==> src/rtl/hclp_pkg.sv <==
// Package for the hex color line parser.
// Holds the character codes, line geometry and the result struct shared by the line check and the top level.
// No dependencies.
`default_nettype none

package hclp_pkg;

    localparam int unsigned LINE_MAX  = 7;
    localparam int unsigned CNT_W     = 3;
    localparam int unsigned DIGITS    = 6;

    localparam logic [7:0] CHAR_BS      = 8'd8;
    localparam logic [7:0] CHAR_CR      = 8'd13;
    localparam logic [7:0] CHAR_DEL     = 8'd127;
    localparam logic [7:0] CHAR_HASH    = 8'h23;
    localparam logic [7:0] CHAR_ZERO    = 8'h30;
    localparam logic [7:0] CHAR_NINE    = 8'h39;
    localparam logic [7:0] CHAR_UPPER_A = 8'h41;
    localparam logic [7:0] CHAR_UPPER_F = 8'h46;
    localparam logic [7:0] CHAR_LOWER_A = 8'h61;
    localparam logic [7:0] CHAR_LOWER_Z = 8'h7a;
    localparam logic [7:0] CASE_OFFSET  = 8'd32;
    localparam logic [3:0] HEX_TEN      = 4'd10;

    localparam logic STATUS_INVALID = 1'b0;
    localparam logic STATUS_VALID   = 1'b1;

    typedef logic [7:0] t_char;
    typedef t_char t_line [LINE_MAX];

    typedef struct packed {
        logic       status;
        logic [7:0] red;
        logic [7:0] green;
        logic [7:0] blue;
    } t_result;

endpackage

`default_nettype wire

==> src/rtl/hclp_stream_if.sv <==
// Valid/ready channel interfaces for the hex color line parser.
// Depends on nothing; one interface for received bytes, one for color results.
`default_nettype none

interface hclp_rx_if;
    logic       valid;
    logic       ready;
    logic [7:0] rx_byte;

    modport source (output valid, output rx_byte, input ready);
    modport sink   (input valid, input rx_byte, output ready);
endinterface

interface hclp_color_if;
    logic       valid;
    logic       ready;
    logic       status;
    logic [7:0] red;
    logic [7:0] green;
    logic [7:0] blue;

    modport source (output valid, output status, output red, output green, output blue,
                    input ready);
    modport sink   (input valid, input status, input red, input green, input blue,
                    output ready);
endinterface

`default_nettype wire

==> src/rtl/hclp_line_check.sv <==
// Format check and hex decode of a stored line.
// Depends on hclp_pkg; purely combinational.
`default_nettype none

module hclp_line_check (
    input  hclp_pkg::t_line              i_line,
    input  logic [hclp_pkg::CNT_W-1:0]   i_count,
    output hclp_pkg::t_result            o_result
);

    logic [3:0] dig_val [hclp_pkg::DIGITS];
    logic [hclp_pkg::DIGITS-1:0] dig_ok;
    logic line_ok;

    always_comb begin
        for (int i = 0; i < hclp_pkg::DIGITS; i++) begin
            dig_val[i] = 4'd0;
            dig_ok[i]  = 1'b0;
            if (i_line[i+1] >= hclp_pkg::CHAR_ZERO && i_line[i+1] <= hclp_pkg::CHAR_NINE) begin
                dig_val[i] = 4'(i_line[i+1] - hclp_pkg::CHAR_ZERO);
                dig_ok[i]  = 1'b1;
            end else if (i_line[i+1] >= hclp_pkg::CHAR_UPPER_A &&
                         i_line[i+1] <= hclp_pkg::CHAR_UPPER_F) begin
                dig_val[i] = 4'(i_line[i+1] - hclp_pkg::CHAR_UPPER_A) + hclp_pkg::HEX_TEN;
                dig_ok[i]  = 1'b1;
            end
        end
    end

    assign line_ok = (i_count == hclp_pkg::CNT_W'(hclp_pkg::LINE_MAX)) &&
                     (i_line[0] == hclp_pkg::CHAR_HASH) && (&dig_ok);

    always_comb begin
        o_result.status = hclp_pkg::STATUS_INVALID;
        o_result.red    = 8'd0;
        o_result.green  = 8'd0;
        o_result.blue   = 8'd0;
        if (line_ok) begin
            o_result.status = hclp_pkg::STATUS_VALID;
            o_result.red    = {dig_val[0], dig_val[1]};
            o_result.green  = {dig_val[2], dig_val[3]};
            o_result.blue   = {dig_val[4], dig_val[5]};
        end
    end

endmodule

`default_nettype wire

==> src/rtl/hex_color_line_parser.sv <==
// Hex color line parser, top level.
// Depends on hclp_pkg, hclp_stream_if and hclp_line_check.
//
// Usage:
//   i_rx carries received bytes, one item per byte. Letters a..z are folded
//   to uppercase and appended to a line of up to seven characters; BS or DEL
//   drops the last character, characters beyond seven are dropped, and CR
//   ends the line. Every CR gives one item on o_color: status 1 with red,
//   green and blue when the line reads '#' plus six hex digits, otherwise
//   status 0 with zero colors. The line is then empty again.
//   Throughput: one byte per cycle, sustained, also while results flow out,
//   as long as no CR is held in the input register (see below). A CR goes
//   through the input register and then into the result register, which
//   drives o_color.valid and holds the item until it is taken.
//   A result waits in the result register while o_color.ready is low.
//   Ordinary bytes keep flowing into the line during the stall until a
//   further CR reaches the input register; that CR is held there and i_rx
//   stalls until the result register frees up.
//   Reset (synchronous, active low) empties both registers and the line.
`default_nettype none

module hex_color_line_parser (
    input  logic                i_clk,
    input  logic                i_rst_n,
    hclp_rx_if.sink             i_rx,
    hclp_color_if.source        o_color
);

    logic                        r_in_vld;
    logic [7:0]                  r_in_byte;
    logic [hclp_pkg::CNT_W-1:0]  r_count;
    logic [hclp_pkg::CNT_W-1:0]  n_count;
    hclp_pkg::t_line             r_store;
    hclp_pkg::t_char             n_char;
    logic                        r_out_vld;
    hclp_pkg::t_result           r_out;
    hclp_pkg::t_result           chk_result;

    logic is_cr;
    logic is_erase;
    logic out_free;
    logic stage_adv;
    logic store_wr;

    assign is_cr     = (r_in_byte == hclp_pkg::CHAR_CR);
    assign is_erase  = (r_in_byte == hclp_pkg::CHAR_BS) || (r_in_byte == hclp_pkg::CHAR_DEL);
    assign out_free  = !r_out_vld || o_color.ready;
    // only a line end needs room in the result register
    assign stage_adv = r_in_vld && (!is_cr || out_free);
    assign i_rx.ready = !r_in_vld || stage_adv;

    assign store_wr = stage_adv && !is_cr && !is_erase &&
                      (r_count != hclp_pkg::CNT_W'(hclp_pkg::LINE_MAX));

    always_comb begin
        n_char = r_in_byte;
        if (r_in_byte >= hclp_pkg::CHAR_LOWER_A && r_in_byte <= hclp_pkg::CHAR_LOWER_Z) begin
            n_char = r_in_byte - hclp_pkg::CASE_OFFSET;
        end
    end

    always_comb begin
        n_count = r_count;
        if (stage_adv) begin
            if (is_cr) begin
                n_count = '0;
            end else if (is_erase) begin
                if (r_count != '0) begin
                    n_count = r_count - hclp_pkg::CNT_W'(1);
                end
            end else if (store_wr) begin
                n_count = r_count + hclp_pkg::CNT_W'(1);
            end
        end
    end

    always_ff @(posedge i_clk) begin
        if (!i_rst_n) begin
            r_in_vld <= 1'b0;
        end else if (i_rx.ready) begin
            r_in_vld <= i_rx.valid;
        end
    end

    always_ff @(posedge i_clk) begin
        if (i_rx.valid && i_rx.ready) begin
            r_in_byte <= i_rx.rx_byte;
        end
    end

    always_ff @(posedge i_clk) begin
        if (!i_rst_n) begin
            r_count <= '0;
        end else begin
            r_count <= n_count;
        end
    end

    always_ff @(posedge i_clk) begin
        if (store_wr) begin
            r_store[r_count] <= n_char;
        end
    end

    hclp_line_check u_check (
        .i_line   (r_store),
        .i_count  (r_count),
        .o_result (chk_result)
    );

    always_ff @(posedge i_clk) begin
        if (!i_rst_n) begin
            r_out_vld <= 1'b0;
        end else if (stage_adv && is_cr) begin
            r_out_vld <= 1'b1;
        end else if (o_color.ready) begin
            r_out_vld <= 1'b0;
        end
    end

    always_ff @(posedge i_clk) begin
        if (stage_adv && is_cr) begin
            r_out <= chk_result;
        end
    end

    assign o_color.valid  = r_out_vld;
    assign o_color.status = r_out.status;
    assign o_color.red    = r_out.red;
    assign o_color.green  = r_out.green;
    assign o_color.blue   = r_out.blue;

    // hold a line end while the result register is blocked
    a_cr_hold: assert property (@(posedge i_clk) disable iff (!i_rst_n)
        (r_in_vld && is_cr && r_out_vld && !o_color.ready) |=> (r_in_vld && $stable(r_in_byte)))
        else $error("line end left input register while result stalled");

    a_invalid_zero: assert property (@(posedge i_clk) disable iff (!i_rst_n)
        (o_color.valid && !o_color.status) |->
            (o_color.red == 8'd0 && o_color.green == 8'd0 && o_color.blue == 8'd0))
        else $error("invalid result carries nonzero color");

    a_line_cleared: assert property (@(posedge i_clk) disable iff (!i_rst_n)
        (stage_adv && is_cr) |=> (r_count == '0))
        else $error("line not cleared after line end");

    a_out_from_cr: assert property (@(posedge i_clk) disable iff (!i_rst_n)
        $rose(r_out_vld) |-> $past(r_in_vld && is_cr))
        else $error("result appeared without a line end");

endmodule

`default_nettype wire
==> src/flat_wrapper.sv <==
// flat-port wrapper written by rule: the top's interface ports become plain ports
module hex_color_line_parser_flat 
  (i_clk, i_rst_n, i_rx_valid, i_rx_rx_byte, i_rx_ready, o_color_valid, o_color_status, o_color_red, o_color_green, o_color_blue, o_color_ready);
  hclp_rx_if i_rx_i ();
  hclp_color_if o_color_i ();
  input  logic i_clk;
  input  logic i_rst_n;
  input wire logic [$bits(i_rx_i.valid)-1:0] i_rx_valid;
  input wire logic [$bits(i_rx_i.rx_byte)-1:0] i_rx_rx_byte;
  output wire logic [$bits(i_rx_i.ready)-1:0] i_rx_ready;
  output wire logic [$bits(o_color_i.valid)-1:0] o_color_valid;
  output wire logic [$bits(o_color_i.status)-1:0] o_color_status;
  output wire logic [$bits(o_color_i.red)-1:0] o_color_red;
  output wire logic [$bits(o_color_i.green)-1:0] o_color_green;
  output wire logic [$bits(o_color_i.blue)-1:0] o_color_blue;
  input wire logic [$bits(o_color_i.ready)-1:0] o_color_ready;
  assign i_rx_i.valid = i_rx_valid;
  assign i_rx_i.rx_byte = i_rx_rx_byte;
  assign i_rx_ready = i_rx_i.ready;
  assign o_color_valid = o_color_i.valid;
  assign o_color_status = o_color_i.status;
  assign o_color_red = o_color_i.red;
  assign o_color_green = o_color_i.green;
  assign o_color_blue = o_color_i.blue;
  assign o_color_i.ready = o_color_ready;
  hex_color_line_parser u_core (.i_clk(i_clk), .i_rst_n(i_rst_n), .i_rx(i_rx_i), .o_color(o_color_i));
endmodule
==> config.mk <==
export PLATFORM = sky130hd
export DESIGN_NAME = hex_color_line_parser_flat
export DESIGN_NICKNAME = d
export VERILOG_FILES = /design/src/rtl/hclp_pkg.sv /design/src/rtl/hclp_stream_if.sv /design/src/rtl/hclp_line_check.sv /design/src/rtl/hex_color_line_parser.sv /design/src/flat_wrapper.sv
export SDC_FILE = /design/constraint.sdc
export NUM_CORES = 1
export LEC_CHECK = 0
export BUFFER_PORTS_ARGS = -buffer_cell sky130_fd_sc_hd__clkbuf_2
export CAP_MARGIN = 25
export CORE_MARGIN = 2
export CORE_UTILIZATION = 40
export CTS_BUF_LIST = sky130_fd_sc_hd__clkbuf_4 sky130_fd_sc_hd__clkbuf_8 sky130_fd_sc_hd__clkbuf_16
export CTS_CLUSTER_DIAMETER = 120
export DETAILED_ROUTE_END_ITERATION = 10
export PLACE_DENSITY = 0.64
export SKIP_CTS_REPAIR_TIMING = 1
export SYNTH_ARGS = -nofsm -noshare
export SYNTH_HDL_FRONTEND = slang
export SYNTH_SLANG_ARGS = --single-unit
export TNS_END_PERCENT = 20
==> constraint.sdc <==
create_clock -name i_clk -period 3.65 [get_ports i_clk]
set_clock_uncertainty 0.2 [all_clocks]
set_input_delay 1.095 -clock i_clk [delete_from_list [all_inputs] [get_ports i_clk]]
set_output_delay 1.095 -clock i_clk [all_outputs]
set_load 0.01 [all_outputs]
==> summary.md <==
| Metric | Value |
|---|---|
| Average cell area after synthesis | `13.5 um^2` |
| Hold WC Path Type | `register to register` |
| Vias in the first global route | `2429` |
| Crit Path Max Fanout | `11` |
| CP Data Arrival Time | `2.12 ns` |
| CTS max path bufs | `2` |
| Ys flop type | `edfxtp_1` |
| Final setup TNS | `0 ns` |
| Setup-failing EPs final | `0` |
| Top cell type by total area after synthesis | `edfxtp_1` |
| Number of cells produced by synthesis | `318` |
| Die area | `11600 um^2` |
| Die Y-Extent | `108 um` |
| Gr usage total | `13.3%` |
| Worst Path Required | `2.35 ns` |
| RePlAce Congestion | `0.787` |
| EDFF count, synth | `89` |
| Number of H-tree levels | `3` |
| Clk_lat worst skew | `0.35 ns` |
| Worst vdd ir | `0.171 mV` |
| Crit end category | `output pin` |
| #FFs+latches synth | `94` |
| Root Buffer | `clkbuf_8` |
| Final antenna-violating net count | `0` |
| Pins over their slew limit | `0` |
| FF+latch area | `2770 um^2` |
| Top post-synthesis cells by area | `edfxtp_1 62%, ha_1 5.8%, nor2_1 2.5%, xnor2_1 2.4%, dfxtp_1 2.3%` |
| Largest net degree at the start of global routing | `26` |
| DR WL/cell | `14.2 um` |
| Worst reg2reg setup slack | `0.72 ns` |
| Inserted Clock Buffers | `9` |
| Yosys Warn Count | `0` |
| Fin crit share | `93.4%` |
| Area share of the largest cell type after synthesis | `62.2%` |
| Yosys cell types | `50` |
| DRT iter0 DRCs | `94` |
| Multi-input gate area | `1420 um^2` |
| Core area | `10400 um^2` |
| FMAX | `293 MHz` |
| CTS Sinks | `94` |
| Gr ovfl total | `0` |
| Commonest non-fill, non-tap cell in the layout | `edfxtp_1` |
| Dpl cell area | `4670 um^2` |
| Layout fillers | `921` |
| WHS | `0.289 ns` |
| Clk pin slew, worst setup/hold paths | `0.09 ns` |
| Placed cell count | `493` |
| Synthesized area | `4300 um^2` |
| CP Launch Type | `register` |
| Power per cell area | `415 nW/um^2` |
| Initial antenna violation count | `0` |
| Fin crit period | `3.41 ns` |
| FFs w/ async S/R, synth | `0%` |
| Share of layout cells above drive strength 1 | `22.3%` |
| Vias post-DR | `2561` |
| Commonest cells after routing, fill and taps aside | `89 x edfxtp_1, 38 x clkbuf_2, 28 x nor2_1` |
| Die X-Extent | `108 um` |
| ANT cells | `0` |
| Top Ports | `39` |
| Post-synthesis sequential area ratio | `64.5%` |
| P_leak | `1.67 nW` |
| Critical path start-end classification | `register to output pin` |
| Syn nets | `351` |
| First-pass GRT wire length | `11600 um` |
| Status | `finished, final reports clean` |
| Initial core utilization | `41.5%` |
| Wirelength, routed | `7250 um` |
| Area growth syn-to-layout | `13.8%` |
| Max-cap violation count | `0` |
| IO Port Bufs | `38` |
| Finished Layout Cells | `509` |
| Drt first pass iters | `5` |
| RSZ-0062 raised after global routing | `false` |
| Final Hold Viols | `0` |
| Via-per-instance ratio | `5.03` |
| TritonCTS clock tree | `built` |
| Slew @ Worst Pin | `0.819 ns` |
| Slew headroom | `45.4%` |
| Post-DP HPWL | `5140 um` |
| Design Area, Final | `4890 um^2` |
| Post-route DRC | `0` |
| Total power | `2.03 mW` |
| Rows | `37` |
| NumNets Final | `401` |
where the power goes:
group	internal [mW]	switching, mW
clock	0.386	0.360
combinational	0.0220	0.0389
sequential	1.20	0.0220
kinds of logic after synthesis:
group | count (synthesis) | share of synthesized area (%)
compound gates | 42 | 8.53
buf+inv | 26 | 2.62
fa+ha+maj | 21 | 6.29
xor+xnor | 18 | 3.67
mux | 1 | 0.233
flops | 94 | 64.5
simple gates | 116 | 14.2
metrics by stage:
step / setup slack [ns] / util [%]
final: 0.240 / 47.2
after floorplan: 0.550 / -
after global routing: 0.0628 / 47.2
after detailed placement: 0.629 / 45.0
after CTS: 0.213 / 47.2
after global placement: 0.633 / 45.0
sequential cells by signal, indices dropped and copies added (netlist names):
register / count
u_core.o_color.blue: 8
u_core.o_color.green: 8
u_core.o_color.red: 8
u_core.o_color.status: 1
u_core.o_color.valid: 1
u_core.r_count: 3
u_core.r_in_byte: 8
u_core.r_in_vld: 1
u_core.r_store: 56
routing by layer:
layer | up-vias | part of all wire, % | track usage, %
met5 | - | 0 | 0
li1 | 1287 | - | -
met2 | 57 | 49 | 21.4
met3 | 10 | 4.4 | 3.15
met4 | 0 | 1.5 | 6.14
met1 | 1207 | 45 | 17.0
critical path: stages (launching register included):
cell and delay, ns:
edfxtp_1 0.54, or4_1 0.66, nor2_1 0.27, nand3_1 0.14, clkbuf_2 0.15
final timing paths:
path	endpoint	cells past startpoint	startpoint
min reg2reg	u_core.o_color.valid$_SDFFE_PN0P_	2	u_core.o_color.valid$_SDFFE_PN0P_
min	u_core.o_color.valid$_SDFFE_PN0P_	2	u_core.o_color.valid$_SDFFE_PN0P_
max reg2reg	u_core.r_count[2]$_SDFFE_PN0P_	7	u_core.r_in_byte[1]$_DFFE_PP_
max	i_rx_ready	4	u_core.r_in_byte[1]$_DFFE_PP_
Yosys cell counts, drive strengths merged, types with 5 or more instances:
| cell type | instances |
|---|---|
| edfxtp | 89 |
| nor2 | 39 |
| nand2 | 25 |
| inv | 22 |
| ha | 20 |
| xnor2 | 12 |
| a21oi | 8 |
| nand3 | 8 |
| nor4 | 8 |
| nor3 | 6 |
| o21bai | 6 |
| xor2 | 6 |
| a2111oi | 5 |
| dfxtp | 5 |
| nand4 | 5 |
final cells by class:
cell class | count | area share, %
flip-flops and latches | 94 | 56.7
multi-input cells | 198 | 29.0
repair buffers | 43 | 4.65
well taps | 136 | 3.48
clock buffers | 9 | 2.53
clock inverters | 7 | 2.02
inverters | 22 | 1.69
Power figures use the tool's default switching activity.
